<file path="config.mk">
export PLATFORM = sky130hd
export DESIGN_NAME = tcp_ipv4_frame_header_builder_flat
export DESIGN_NICKNAME = d
export VERILOG_FILES = /design/src/hw/rtl/tcphb_pkg.sv /design/src/hw/rtl/tcphb_channels.sv /design/src/hw/rtl/tcp_ipv4_frame_header_builder.sv /design/src/hw/rtl/tcphb_emit.sv /design/src/flat_wrapper.sv
export SDC_FILE = /design/constraint.sdc
export NUM_CORES = 2
export LEC_CHECK = 0
export ABC_AREA = 0
export BUFFER_PORTS_ARGS = -buffer_cell sky130_fd_sc_hd__buf_2
export CAP_MARGIN = 5
export CELL_PAD_IN_SITES_DETAIL_PLACEMENT = 1
export CELL_PAD_IN_SITES_GLOBAL_PLACEMENT = 2
export CORE_UTILIZATION = 44
export DETAILED_ROUTE_END_ITERATION = 8
export PLACE_DENSITY_LB_ADDON = 0.12
export SLEW_MARGIN = 0
export SYNTH_ARGS = -nofsm -noshare
export SYNTH_HDL_FRONTEND = slang
export SYNTH_HIERARCHICAL = 1
export SYNTH_SLANG_ARGS = --single-unit
</file>
<file path="constraint.sdc">
create_clock -name clock -period 19.6 [get_ports clock]
set_input_delay 1.96 -clock clock [delete_from_list [all_inputs] [get_ports clock]]
set_output_delay 1.96 -clock clock [all_outputs]
set_load 0.01 [all_outputs]
</file>
<file path="src/hw/rtl/tcphb_pkg.sv">
// Shared types, constants and register indexes for the TCP/IPv4 frame header builder.
package tcphb_pkg;

   localparam int unsigned CSR_INDEX_WIDTH = 3;
   localparam int unsigned CSR_DATA_WIDTH  = 32;

   localparam int unsigned MIN_PAYLOAD = 8;
   localparam int unsigned MAX_PAYLOAD = 65535;

   localparam int unsigned COUNT_WIDTH      = 17;
   localparam int unsigned WORD_COUNT       = 7;
   localparam int unsigned WORD_INDEX_WIDTH = 3;
   localparam logic [WORD_INDEX_WIDTH-1:0] LAST_WORD = WORD_INDEX_WIDTH'(WORD_COUNT - 1);

   localparam logic [COUNT_WIDTH-1:0] BYTE_COUNT_CAP = 17'h1_0000;

   localparam logic [31:0] CLIENT_SEQ_RESET = 32'd1000;
   localparam logic [31:0] SERVER_SEQ_RESET = 32'd500000;

   localparam logic [39:0] MAC_PREFIX      = 40'h02_0000_0000;
   localparam logic [7:0]  MAC_CLIENT_LOW  = 8'h01;
   localparam logic [7:0]  MAC_SERVER_LOW  = 8'h02;
   localparam logic [15:0] ETHER_TYPE_IPV4 = 16'h0800;
   localparam logic [15:0] IP_VER_TOS      = 16'h4500;
   localparam logic [15:0] IP_FLAGS        = 16'h4000;
   localparam logic [15:0] IP_TTL_PROTO    = 16'h4006;
   localparam logic [15:0] IP_TOTAL_EXTRA  = 16'd40;
   localparam logic [15:0] TCP_PROTO       = 16'h0006;
   localparam logic [15:0] TCP_LEN_EXTRA   = 16'd20;
   localparam logic [15:0] TCP_OFF_FLAGS   = 16'h5018;
   localparam logic [15:0] TCP_WINDOW      = 16'hffff;

   typedef enum logic [CSR_INDEX_WIDTH-1:0] {
      CSR_CLIENT_ADDRESS   = 3'd0,
      CSR_SERVER_ADDRESS   = 3'd1,
      CSR_CLIENT_TCP_PORT  = 3'd2,
      CSR_SERVER_TCP_PORT  = 3'd3,
      CSR_CLIENT_SEQ_START = 3'd4,
      CSR_SERVER_SEQ_START = 3'd5,
      CSR_IDENT_START      = 3'd6
   } csr_index_type;

   typedef struct packed {
      logic        rejected;
      logic        direction;
      logic [15:0] length;
      logic [15:0] payload_sum;
      logic [15:0] pad_word;
      logic [15:0] ident;
      logic [31:0] src_ip;
      logic [31:0] dst_ip;
      logic [15:0] src_tcp_port;
      logic [15:0] dst_tcp_port;
      logic [31:0] seq;
      logic [31:0] ack;
   } job_type;

endpackage

</file>
<file path="src/hw/rtl/tcphb_channels.sv">
// Valid/ready channel interfaces for payload bytes and header words.
interface tcphb_req_if;
   logic       valid;
   logic       ready;
   logic       to_client;
   logic [7:0] data_byte;
   logic       last_byte;

   modport source (output valid, output to_client, output data_byte, output last_byte,
                   input ready);
   modport sink (input valid, input to_client, input data_byte, input last_byte,
                 output ready);
endinterface

interface tcphb_rsp_if;
   logic        valid;
   logic        ready;
   logic [63:0] header_word;
   logic        rejected;
   logic        word_last;

   modport source (output valid, output header_word, output rejected, output word_last,
                   input ready);
   modport sink (input valid, input header_word, input rejected, input word_last,
                 output ready);
endinterface

</file>
<file path="src/hw/rtl/tcp_ipv4_frame_header_builder.sv">
// Top level of the TCP/IPv4 frame header builder: settings, payload accumulation, counters.
//
// Payload bytes are taken one per cycle. The final byte of a packet is checked (length 8 to
// 65535, equal to the big-endian first word) and handed as a job to a three-stage header
// pipeline: raw checksum sums, fold and complement, then word output. A good packet yields
// seven 64-bit header transactions, one per cycle while the result channel is ready; a bad
// one yields a single rejected transaction. Sequence and identification counters advance
// when the final byte of a good packet is taken and no register is written in the same cycle,
// so the next packet streams in without a gap. The input stalls only while the job slot
// ahead of the checksum stage is still occupied, which a stalled result channel or packets shorter
// than seven bytes can cause. Writing a start register loads its counter at once.
module tcp_ipv4_frame_header_builder import tcphb_pkg::*; (
   input  logic                       clock,
   input  logic                       reset,
   tcphb_req_if.sink                  req_channel,
   tcphb_rsp_if.source                rsp_channel,
   input  logic                       csr_write_enable,
   input  logic [CSR_INDEX_WIDTH-1:0] csr_index,
   input  logic [CSR_DATA_WIDTH-1:0]  csr_write_data
);

   function automatic logic [15:0] ones_add(input logic [15:0] a, input logic [15:0] b);
      logic [16:0] s;
      s = {1'b0, a} + {1'b0, b};
      return s[15:0] + {15'b0, s[16]};
   endfunction

   logic [31:0]            client_address_ff, server_address_ff;
   logic [15:0]            client_tcp_port_ff, server_tcp_port_ff;
   logic [31:0]            client_seq_ff, server_seq_ff;
   logic [15:0]            ident_ff;
   logic [COUNT_WIDTH-1:0] byte_count_ff, byte_count_in;
   logic [31:0]            lead_word_ff, lead_word_in;
   logic [15:0]            payload_sum_ff, payload_sum_in;
   logic [7:0]             pending_high_byte_ff, pending_high_byte_in;
   logic                   packet_direction_ff, packet_direction_in;

   logic    accept, job_valid, job_ready, length_bad;
   job_type job;

   assign accept = req_channel.valid && req_channel.ready;
   assign req_channel.ready = job_ready;

   assign packet_direction_in = (byte_count_ff == '0) ? req_channel.to_client
                                                      : packet_direction_ff;
   assign lead_word_in = (byte_count_ff < COUNT_WIDTH'(4))
                         ? {lead_word_ff[23:0], req_channel.data_byte} : lead_word_ff;
   assign pending_high_byte_in = byte_count_ff[0] ? pending_high_byte_ff
                                                  : req_channel.data_byte;
   assign payload_sum_in = byte_count_ff[0]
                           ? ones_add(payload_sum_ff,
                                      {pending_high_byte_ff, req_channel.data_byte})
                           : payload_sum_ff;
   assign byte_count_in = (byte_count_ff == BYTE_COUNT_CAP) ? byte_count_ff
                                                            : byte_count_ff + 1'b1;

   assign length_bad = byte_count_in < COUNT_WIDTH'(MIN_PAYLOAD)
                    || byte_count_in > COUNT_WIDTH'(MAX_PAYLOAD)
                    || lead_word_in != {15'b0, byte_count_in};

   assign job_valid = accept && req_channel.last_byte;

   always_comb begin
      job.rejected     = length_bad;
      job.direction    = packet_direction_in;
      job.length       = byte_count_in[15:0];
      job.payload_sum  = payload_sum_in;
      job.pad_word     = byte_count_in[0] ? {pending_high_byte_in, 8'h00} : 16'h0;
      job.ident        = ident_ff;
      job.src_ip       = packet_direction_in ? server_address_ff : client_address_ff;
      job.dst_ip       = packet_direction_in ? client_address_ff : server_address_ff;
      job.src_tcp_port = packet_direction_in ? server_tcp_port_ff : client_tcp_port_ff;
      job.dst_tcp_port = packet_direction_in ? client_tcp_port_ff : server_tcp_port_ff;
      job.seq          = packet_direction_in ? server_seq_ff : client_seq_ff;
      job.ack          = packet_direction_in ? client_seq_ff : server_seq_ff;
   end

   always_ff @(posedge clock) begin
      if (reset) begin
         client_address_ff    <= '0;
         server_address_ff    <= '0;
         client_tcp_port_ff   <= '0;
         server_tcp_port_ff   <= '0;
         client_seq_ff        <= CLIENT_SEQ_RESET;
         server_seq_ff        <= SERVER_SEQ_RESET;
         ident_ff             <= '0;
         byte_count_ff        <= '0;
         lead_word_ff         <= '0;
         payload_sum_ff       <= '0;
         pending_high_byte_ff <= '0;
         packet_direction_ff  <= 1'b0;
      end else begin
         if (csr_write_enable) begin
            case (csr_index_type'(csr_index))
               CSR_CLIENT_ADDRESS:   client_address_ff  <= csr_write_data;
               CSR_SERVER_ADDRESS:   server_address_ff  <= csr_write_data;
               CSR_CLIENT_TCP_PORT:  client_tcp_port_ff <= csr_write_data[15:0];
               CSR_SERVER_TCP_PORT:  server_tcp_port_ff <= csr_write_data[15:0];
               CSR_CLIENT_SEQ_START: client_seq_ff      <= csr_write_data;
               CSR_SERVER_SEQ_START: server_seq_ff      <= csr_write_data;
               CSR_IDENT_START:      ident_ff           <= csr_write_data[15:0];
               default: ;
            endcase
         end else if (job_valid && !length_bad) begin
            ident_ff <= ident_ff + 1'b1;
            if (packet_direction_in) begin
               server_seq_ff <= server_seq_ff + {16'b0, byte_count_in[15:0]};
            end else begin
               client_seq_ff <= client_seq_ff + {16'b0, byte_count_in[15:0]};
            end
         end
         if (accept) begin
            packet_direction_ff <= packet_direction_in;
            if (req_channel.last_byte) begin
               byte_count_ff        <= '0;
               lead_word_ff         <= '0;
               payload_sum_ff       <= '0;
               pending_high_byte_ff <= '0;
            end else begin
               byte_count_ff        <= byte_count_in;
               lead_word_ff         <= lead_word_in;
               payload_sum_ff       <= payload_sum_in;
               pending_high_byte_ff <= pending_high_byte_in;
            end
         end
      end
   end

   tcphb_emit u_emit (
      .clock       (clock),
      .reset       (reset),
      .job_valid   (job_valid),
      .job         (job),
      .job_ready   (job_ready),
      .rsp_channel (rsp_channel)
   );

endmodule

</file>
<file path="src/hw/rtl/tcphb_emit.sv">
// Checksum pipeline and word sequencer that turns a packet job into header transactions.
module tcphb_emit import tcphb_pkg::*; (
   input  logic               clock,
   input  logic               reset,
   input  logic               job_valid,
   input  job_type            job,
   output logic               job_ready,
   tcphb_rsp_if.source        rsp_channel
);

   function automatic logic [15:0] fold20(input logic [19:0] s);
      logic [16:0] x;
      logic [15:0] y;
      x = {1'b0, s[15:0]} + {13'b0, s[19:16]};
      y = x[15:0] + {15'b0, x[16]};
      return y;
   endfunction

   logic                        job_valid_ff;
   job_type                     job_ff;
   logic                        sum_valid_ff;
   job_type                     sum_job_ff;
   logic [19:0]                 ip_sum_ff, ip_sum_in;
   logic [19:0]                 tcp_a_ff, tcp_a_in;
   logic [19:0]                 tcp_b_ff, tcp_b_in;
   logic                        out_valid_ff;
   job_type                     out_job_ff;
   logic [15:0]                 ip_csum_ff, ip_csum_in;
   logic [15:0]                 tcp_csum_ff, tcp_csum_in;
   logic [WORD_INDEX_WIDTH-1:0] word_index_ff;

   logic        out_fire, out_done, out_take, sum_take;
   logic [15:0] job_total_len, job_tcp_len, out_total_len;
   logic [7:0]  dst_mac_low, src_mac_low;
   logic [63:0] frame_words [WORD_COUNT];

   assign out_fire = out_valid_ff && rsp_channel.ready;
   assign out_done = out_fire && (out_job_ff.rejected || word_index_ff == LAST_WORD);
   assign out_take = !out_valid_ff || out_done;
   assign sum_take = !sum_valid_ff || out_take;
   assign job_ready = !job_valid_ff || sum_take;

   assign job_total_len = job_ff.length + IP_TOTAL_EXTRA;
   assign job_tcp_len   = job_ff.length + TCP_LEN_EXTRA;

   assign ip_sum_in = 20'(IP_VER_TOS) + 20'(job_total_len) + 20'(job_ff.ident)
                    + 20'(IP_FLAGS) + 20'(IP_TTL_PROTO)
                    + 20'(job_ff.src_ip[31:16]) + 20'(job_ff.src_ip[15:0])
                    + 20'(job_ff.dst_ip[31:16]) + 20'(job_ff.dst_ip[15:0]);

   assign tcp_a_in = 20'(job_ff.payload_sum) + 20'(job_ff.pad_word)
                   + 20'(job_ff.src_ip[31:16]) + 20'(job_ff.src_ip[15:0])
                   + 20'(job_ff.dst_ip[31:16]) + 20'(job_ff.dst_ip[15:0])
                   + 20'(TCP_PROTO) + 20'(job_tcp_len);

   assign tcp_b_in = 20'(job_ff.src_tcp_port) + 20'(job_ff.dst_tcp_port)
                   + 20'(job_ff.seq[31:16]) + 20'(job_ff.seq[15:0])
                   + 20'(job_ff.ack[31:16]) + 20'(job_ff.ack[15:0])
                   + 20'(TCP_OFF_FLAGS) + 20'(TCP_WINDOW);

   assign ip_csum_in  = ~fold20(ip_sum_ff);
   assign tcp_csum_in = ~fold20(tcp_a_ff + tcp_b_ff);

   always_ff @(posedge clock) begin
      if (reset) begin
         job_valid_ff  <= 1'b0;
         sum_valid_ff  <= 1'b0;
         out_valid_ff  <= 1'b0;
         word_index_ff <= '0;
      end else begin
         if (job_ready) begin
            job_valid_ff <= job_valid;
         end
         if (sum_take) begin
            sum_valid_ff <= job_valid_ff;
         end
         if (out_take) begin
            out_valid_ff  <= sum_valid_ff;
            word_index_ff <= '0;
         end else if (out_fire) begin
            word_index_ff <= word_index_ff + 1'b1;
         end
      end
   end

   always_ff @(posedge clock) begin
      if (job_ready && job_valid) begin
         job_ff <= job;
      end
      if (sum_take) begin
         sum_job_ff <= job_ff;
         ip_sum_ff  <= ip_sum_in;
         tcp_a_ff   <= tcp_a_in;
         tcp_b_ff   <= tcp_b_in;
      end
      if (out_take) begin
         out_job_ff  <= sum_job_ff;
         ip_csum_ff  <= ip_csum_in;
         tcp_csum_ff <= tcp_csum_in;
      end
   end

   assign out_total_len = out_job_ff.length + IP_TOTAL_EXTRA;
   assign dst_mac_low   = out_job_ff.direction ? MAC_CLIENT_LOW : MAC_SERVER_LOW;
   assign src_mac_low   = out_job_ff.direction ? MAC_SERVER_LOW : MAC_CLIENT_LOW;

   assign frame_words[0] = {MAC_PREFIX, dst_mac_low, MAC_PREFIX[39:24]};
   assign frame_words[1] = {MAC_PREFIX[23:0], src_mac_low, ETHER_TYPE_IPV4, IP_VER_TOS};
   assign frame_words[2] = {out_total_len, out_job_ff.ident, IP_FLAGS, IP_TTL_PROTO};
   assign frame_words[3] = {ip_csum_ff, out_job_ff.src_ip, out_job_ff.dst_ip[31:16]};
   assign frame_words[4] = {out_job_ff.dst_ip[15:0], out_job_ff.src_tcp_port,
                            out_job_ff.dst_tcp_port, out_job_ff.seq[31:16]};
   assign frame_words[5] = {out_job_ff.seq[15:0], out_job_ff.ack, TCP_OFF_FLAGS};
   assign frame_words[6] = {TCP_WINDOW, tcp_csum_ff, 32'h0};

   assign rsp_channel.valid       = out_valid_ff;
   assign rsp_channel.rejected    = out_job_ff.rejected;
   assign rsp_channel.word_last   = out_job_ff.rejected || word_index_ff == LAST_WORD;
   assign rsp_channel.header_word = out_job_ff.rejected ? 64'h0 : frame_words[word_index_ff];

endmodule

</file>
<file path="src/flat_wrapper.sv">
// flat-port wrapper written by rule: the top's interface ports become plain ports
module tcp_ipv4_frame_header_builder_flat import tcphb_pkg::*;
  (clock, reset, csr_write_enable, csr_index, csr_write_data, req_channel_valid, req_channel_to_client, req_channel_data_byte, req_channel_last_byte, req_channel_ready, rsp_channel_valid, rsp_channel_header_word, rsp_channel_rejected, rsp_channel_word_last, rsp_channel_ready);
  tcphb_req_if req_channel_i ();
  tcphb_rsp_if rsp_channel_i ();
  input  logic clock;
  input  logic reset;
  input  logic csr_write_enable;
  input  logic [CSR_INDEX_WIDTH-1:0] csr_index;
  input  logic [CSR_DATA_WIDTH-1:0] csr_write_data;
  input wire logic [$bits(req_channel_i.valid)-1:0] req_channel_valid;
  input wire logic [$bits(req_channel_i.to_client)-1:0] req_channel_to_client;
  input wire logic [$bits(req_channel_i.data_byte)-1:0] req_channel_data_byte;
  input wire logic [$bits(req_channel_i.last_byte)-1:0] req_channel_last_byte;
  output wire logic [$bits(req_channel_i.ready)-1:0] req_channel_ready;
  output wire logic [$bits(rsp_channel_i.valid)-1:0] rsp_channel_valid;
  output wire logic [$bits(rsp_channel_i.header_word)-1:0] rsp_channel_header_word;
  output wire logic [$bits(rsp_channel_i.rejected)-1:0] rsp_channel_rejected;
  output wire logic [$bits(rsp_channel_i.word_last)-1:0] rsp_channel_word_last;
  input wire logic [$bits(rsp_channel_i.ready)-1:0] rsp_channel_ready;
  assign req_channel_i.valid = req_channel_valid;
  assign req_channel_i.to_client = req_channel_to_client;
  assign req_channel_i.data_byte = req_channel_data_byte;
  assign req_channel_i.last_byte = req_channel_last_byte;
  assign req_channel_ready = req_channel_i.ready;
  assign rsp_channel_valid = rsp_channel_i.valid;
  assign rsp_channel_header_word = rsp_channel_i.header_word;
  assign rsp_channel_rejected = rsp_channel_i.rejected;
  assign rsp_channel_word_last = rsp_channel_i.word_last;
  assign rsp_channel_i.ready = rsp_channel_ready;
  tcp_ipv4_frame_header_builder u_core (.clock(clock), .reset(reset), .req_channel(req_channel_i), .rsp_channel(rsp_channel_i), .csr_write_enable(csr_write_enable), .csr_index(csr_index), .csr_write_data(csr_write_data));
endmodule
</file>
==> reports/summary.json <==
{
  "placeableCoreArea_um2": 112000,
  "holdBufCountCts": 0,
  "power_mw": 7.10,
  "final-max-slew-violation-count": 0,
  "synthesis.area_um2": 50000,
  "area.growth.synth_to_final_pct": 11.6,
  "avgRoutedWirePerCell_um": 28.6,
  "cts.path.max_buffers": 3,
  "ys_seq_elements": 960,
  "num_rows": 123,
  "cts_buffers": 105,
  "synth_top_area_share_pct": 42.3,
  "post-route-period-util_pct": 34.2,
  "max_freq_ghz": 0.149,
  "initial_utilization_pct": 44.4,
  "worst_hold_slack_ps": 393,
  "dominantRegCellSynth": "sky130_fd_sc_hd__edfxtp_1",
  "drt_wl_total_um": 172000,
  "cts.repair_timing.setup_buffer_count": 0,
  "fp.dieW_um": 339,
  "multiInputGateArea_um2": 21600,
  "grt_max_degree": 163,
  "synth_edf_count": 704,
  "pre_cts_ws_ps": 12910,
  "post_drt_via_cell_ratio": 5.73,
  "wl_met1_um": 74900,
  "number_of_global_route_vias_before_repair": 35031,
  "grt_antenna_before_repair": 18,
  "detailroute.wirelength.met3_um": 11400,
  "maxSlewHeadroom_pct": 19.3,
  "end_kind": "flop",
  "drt_first_pass_iters": 5,
  "h-tree-depth": 3,
  "worst_reg2reg_setup_slack_ps": 12900,
  "globalRoute.totalOverflow": 0,
  "synthesis_warning_total": 6,
  "measured_slew_at_the_worst_slew_check_pin_ps": 1200,
  "final.setup_skew_ps": 51.2,
  "power.static_leakage_nw": 21.7,
  "fill_cells": 11799,
  "vias": 34546,
  "worstSetupStartpoint": "u_core/u_emit/tcp_a_ff[0]",
  "route.met2.wl_um": 80200,
  "dieArea_um2": 115000,
  "register_area_um2": 26300,
  "report.final.hold_viol_count": 0,
  "critical_path.reg2reg.startpoint": "u_core/u_emit/tcp_a_ff[0]",
  "synthesis.instances": 4351,
  "max_cap_violations": 0,
  "worstSetupPathType": "reg2reg",
  "cp.required_ps": 20060,
  "boundaryPins": 118,
  "die-height_um": 339,
  "worstPathArrival_ps": 7150,
  "pwr_density_cell_nw_per_um2": 127,
  "drc_errors": 0,
  "run_status": "finished clean",
  "nNetsFinal": 4865,
  "drive_gt1_share_pct": 12.8,
  "area_leader_netlist": "sky130_fd_sc_hd__edfxtp_1",
  "detail_placement_hpwl_um": 130000,
  "setup_violations": 0,
  "globalplace.congestion": 0.886,
  "syn_avg_cell_area_um2": 11.5,
  "crit_path_launch_type": "flop",
  "clkSinkCount": 960,
  "path_clk_slew_ps": 60,
  "netlist_top_cells_area": "sky130_fd_sc_hd__edfxtp_1, sky130_fd_sc_hd__dfxtp_1, sky130_fd_sc_hd__fa_1",
  "detail-route-antenna-nets": 0,
  "io_buffer_count": 117,
  "final.setup.tns_ps": 0,
  "worstPathMaxFanout": 6,
  "post_cts_gate_resize_count": 0,
  "synth_cell_types": 111,
  "period_minus_slack_ps": 6700,
  "final_critical_path_setup_slack_ps": 12900,
  "drt_first_iter_violations": 3102,
  "min-delay-start": "u_core/u_emit/sum_job_ff[114]",
  "tritoncts_clock_tree": "yes",
  "finalInstanceArea_um2": 55800,
  "grt_pass1_wl_um": 247000,
  "peakVddDrop_mv": 0.0882,
  "placedInstanceArea_um2": 52100,
  "gr-usage-all-layers_pct": 29.8,
  "hold_path_class": "reg2reg",
  "routed.top_layer": "met5",
  "synth-async-reset-ratio_pct": 0,
  "rsz_0062_raised_after_global_routing": "false",
  "worst_skew_pair.late_latency_ps": 720,
  "cts_root_buffer": "sky130_fd_sc_hd__clkbuf_16",
  "synth-seq-area-share_pct": 52.6
}
==> path summary, 6_finish.rpt <==
path              cells after the start                             end
setup / recovery                     27   u_core/u_emit/tcp_csum_ff[14]
hold / removal                        0  u_core/u_emit/frame_words[194]
setup reg to reg                     27   u_core/u_emit/tcp_csum_ff[14]
hold reg to reg                       0  u_core/u_emit/frame_words[194]
==> cells by family (layout without fill, tap and decap cells) <==
| family | count (synthesis) | after routing | synth area share, % |
|---|---|---|---|
| flip-flops | 960 | 960 | 52.6 |
| XOR/XNOR | 208 | 208 | 3.73 |
| adder cells (fa/ha/maj) | 381 | 381 | 12.5 |
| other | 1 | 11 | 0.00751 |
| multiplexers | 221 | 221 | 4.85 |
| buffers and inverters | 559 | 730 | 4.44 |
| AO/OA/AOI/OAI | 866 | 866 | 11.1 |
| AND/OR/NAND/NOR | 1155 | 1155 | 10.7 |
==> placed cells by master (no fill, tap or decap), types with 35 or more instances in the layout <==
cell type                   netlist  layout
sky130_fd_sc_hd__xor2_1          79      79
sky130_fd_sc_hd__ha_1           179     179
sky130_fd_sc_hd__nand3_1         78      78
sky130_fd_sc_hd__buf_2           11     115
sky130_fd_sc_hd__nand2_1        409     406
sky130_fd_sc_hd__edfxtp_1       704     704
sky130_fd_sc_hd__a21oi_1        292     292
sky130_fd_sc_hd__xnor2_1        126     126
sky130_fd_sc_hd__a21o_1          40      40
sky130_fd_sc_hd__dfxtp_1        256     253
sky130_fd_sc_hd__o21ai_0        166     166
sky130_fd_sc_hd__nand4_1         35      35
sky130_fd_sc_hd__inv_1          370     368
sky130_fd_sc_hd__fa_1           199     199
sky130_fd_sc_hd__nor2_1         346     342
sky130_fd_sc_hd__and3_1          41      41
sky130_fd_sc_hd__a22oi_1         87      87
sky130_fd_sc_hd__mux2i_1         51      50
sky130_fd_sc_hd__buf_4           14      41
sky130_fd_sc_hd__mux2_2         170     170
sky130_fd_sc_hd__clkbuf_16        0     107
sky130_fd_sc_hd__nor3_1          71      68
==> layer usage <==
| metal | vias to the layer above | global-route usage (%) |
|---|---|---|
| met3 | 188 | 4.12 |
| met4 | 2 | 9.65 |
| met5 | - | 0 |
| met2 | 1080 | 48.1 |
| met1 | 17641 | 41.5 |
| li1 | 15635 | - |
==> cell type report <==
class                      count  area share (%)
antenna                        3          0.0135
timing repair buffer         159            1.68
clock buffer                 143            5.31
inverter                     372            2.52
sequential                   960            47.1
multi-input combinational   2839            38.7
tap                         1500            3.36
clock inverter                56            1.30
==> synth_stat cells (126+ instances only) <==
cell,instances
sky130_fd_sc_hd__edfxtp_1,704
sky130_fd_sc_hd__ha_1,179
sky130_fd_sc_hd__nor2_1,346
sky130_fd_sc_hd__o21ai_0,166
sky130_fd_sc_hd__clkbuf_1,135
sky130_fd_sc_hd__xnor2_1,126
sky130_fd_sc_hd__mux2_2,170
sky130_fd_sc_hd__nand2_1,409
sky130_fd_sc_hd__a21oi_1,292
sky130_fd_sc_hd__fa_1,199
sky130_fd_sc_hd__inv_1,370
sky130_fd_sc_hd__dfxtp_1,256
==> where the power goes <==
part	internal (mW)	total [mW]	switching, mW
Clock	1.24	2.10	0.861
Combinational	0.892	2.42	1.52
Sequential	2.45	2.58	0.129
Total	4.58	7.10	2.51
==> through the flow <==
stage / cells / util (%)
detailed placement: 5830 / 46.3
floorplan: 4358 / -
global route: 6029 / 49.6
CTS: 6029 / 49.6
finish: 6032 / 49.6
global placement: 5830 / 46.3
==> sequential cells by signal (all words and copies together) (netlist names), 20 cells and up <==
| signal | count |
|---|---|
| u_core/client_seq_ff | 32 |
| u_core/u_emit/sum_job_ff | 194 |
| u_core/server_address_ff | 32 |
| u_core/u_emit/job_ff | 226 |
| u_core/u_emit/tcp_b_ff | 20 |
| u_core/lead_word_ff | 32 |
| u_core/u_emit/frame_words | 176 |
| u_core/client_address_ff | 32 |
| u_core/server_seq_ff | 32 |
==> worst max-delay path, stage by stage (launching register included) <==
cell,delay (ps)
sky130_fd_sc_hd__edfxtp_1,330
sky130_fd_sc_hd__ha_1,210
sky130_fd_sc_hd__inv_1,70
sky130_fd_sc_hd__fa_1,400
sky130_fd_sc_hd__nor2b_1,240
sky130_fd_sc_hd__o211a_1,220
sky130_fd_sc_hd__o211a_1,190
sky130_fd_sc_hd__o211ai_1,140
sky130_fd_sc_hd__a31oi_1,310
sky130_fd_sc_hd__a21o_1,160
sky130_fd_sc_hd__a21o_1,160
sky130_fd_sc_hd__xor2_1,180
sky130_fd_sc_hd__ha_1,200
sky130_fd_sc_hd__inv_1,70
sky130_fd_sc_hd__fa_1,400
sky130_fd_sc_hd__nor2b_1,120
sky130_fd_sc_hd__o21ai_0,90
sky130_fd_sc_hd__or2b_2,200
sky130_fd_sc_hd__nand3_1,190
sky130_fd_sc_hd__or3_4,500
sky130_fd_sc_hd__nor3_1,210
sky130_fd_sc_hd__ha_1,210
sky130_fd_sc_hd__ha_1,190
sky130_fd_sc_hd__and3_1,220
sky130_fd_sc_hd__or4b_2,640
sky130_fd_sc_hd__nor2_1,230
sky130_fd_sc_hd__nor4bb_1,300
sky130_fd_sc_hd__xnor2_1,120
(Power assumes the default switching activity.)
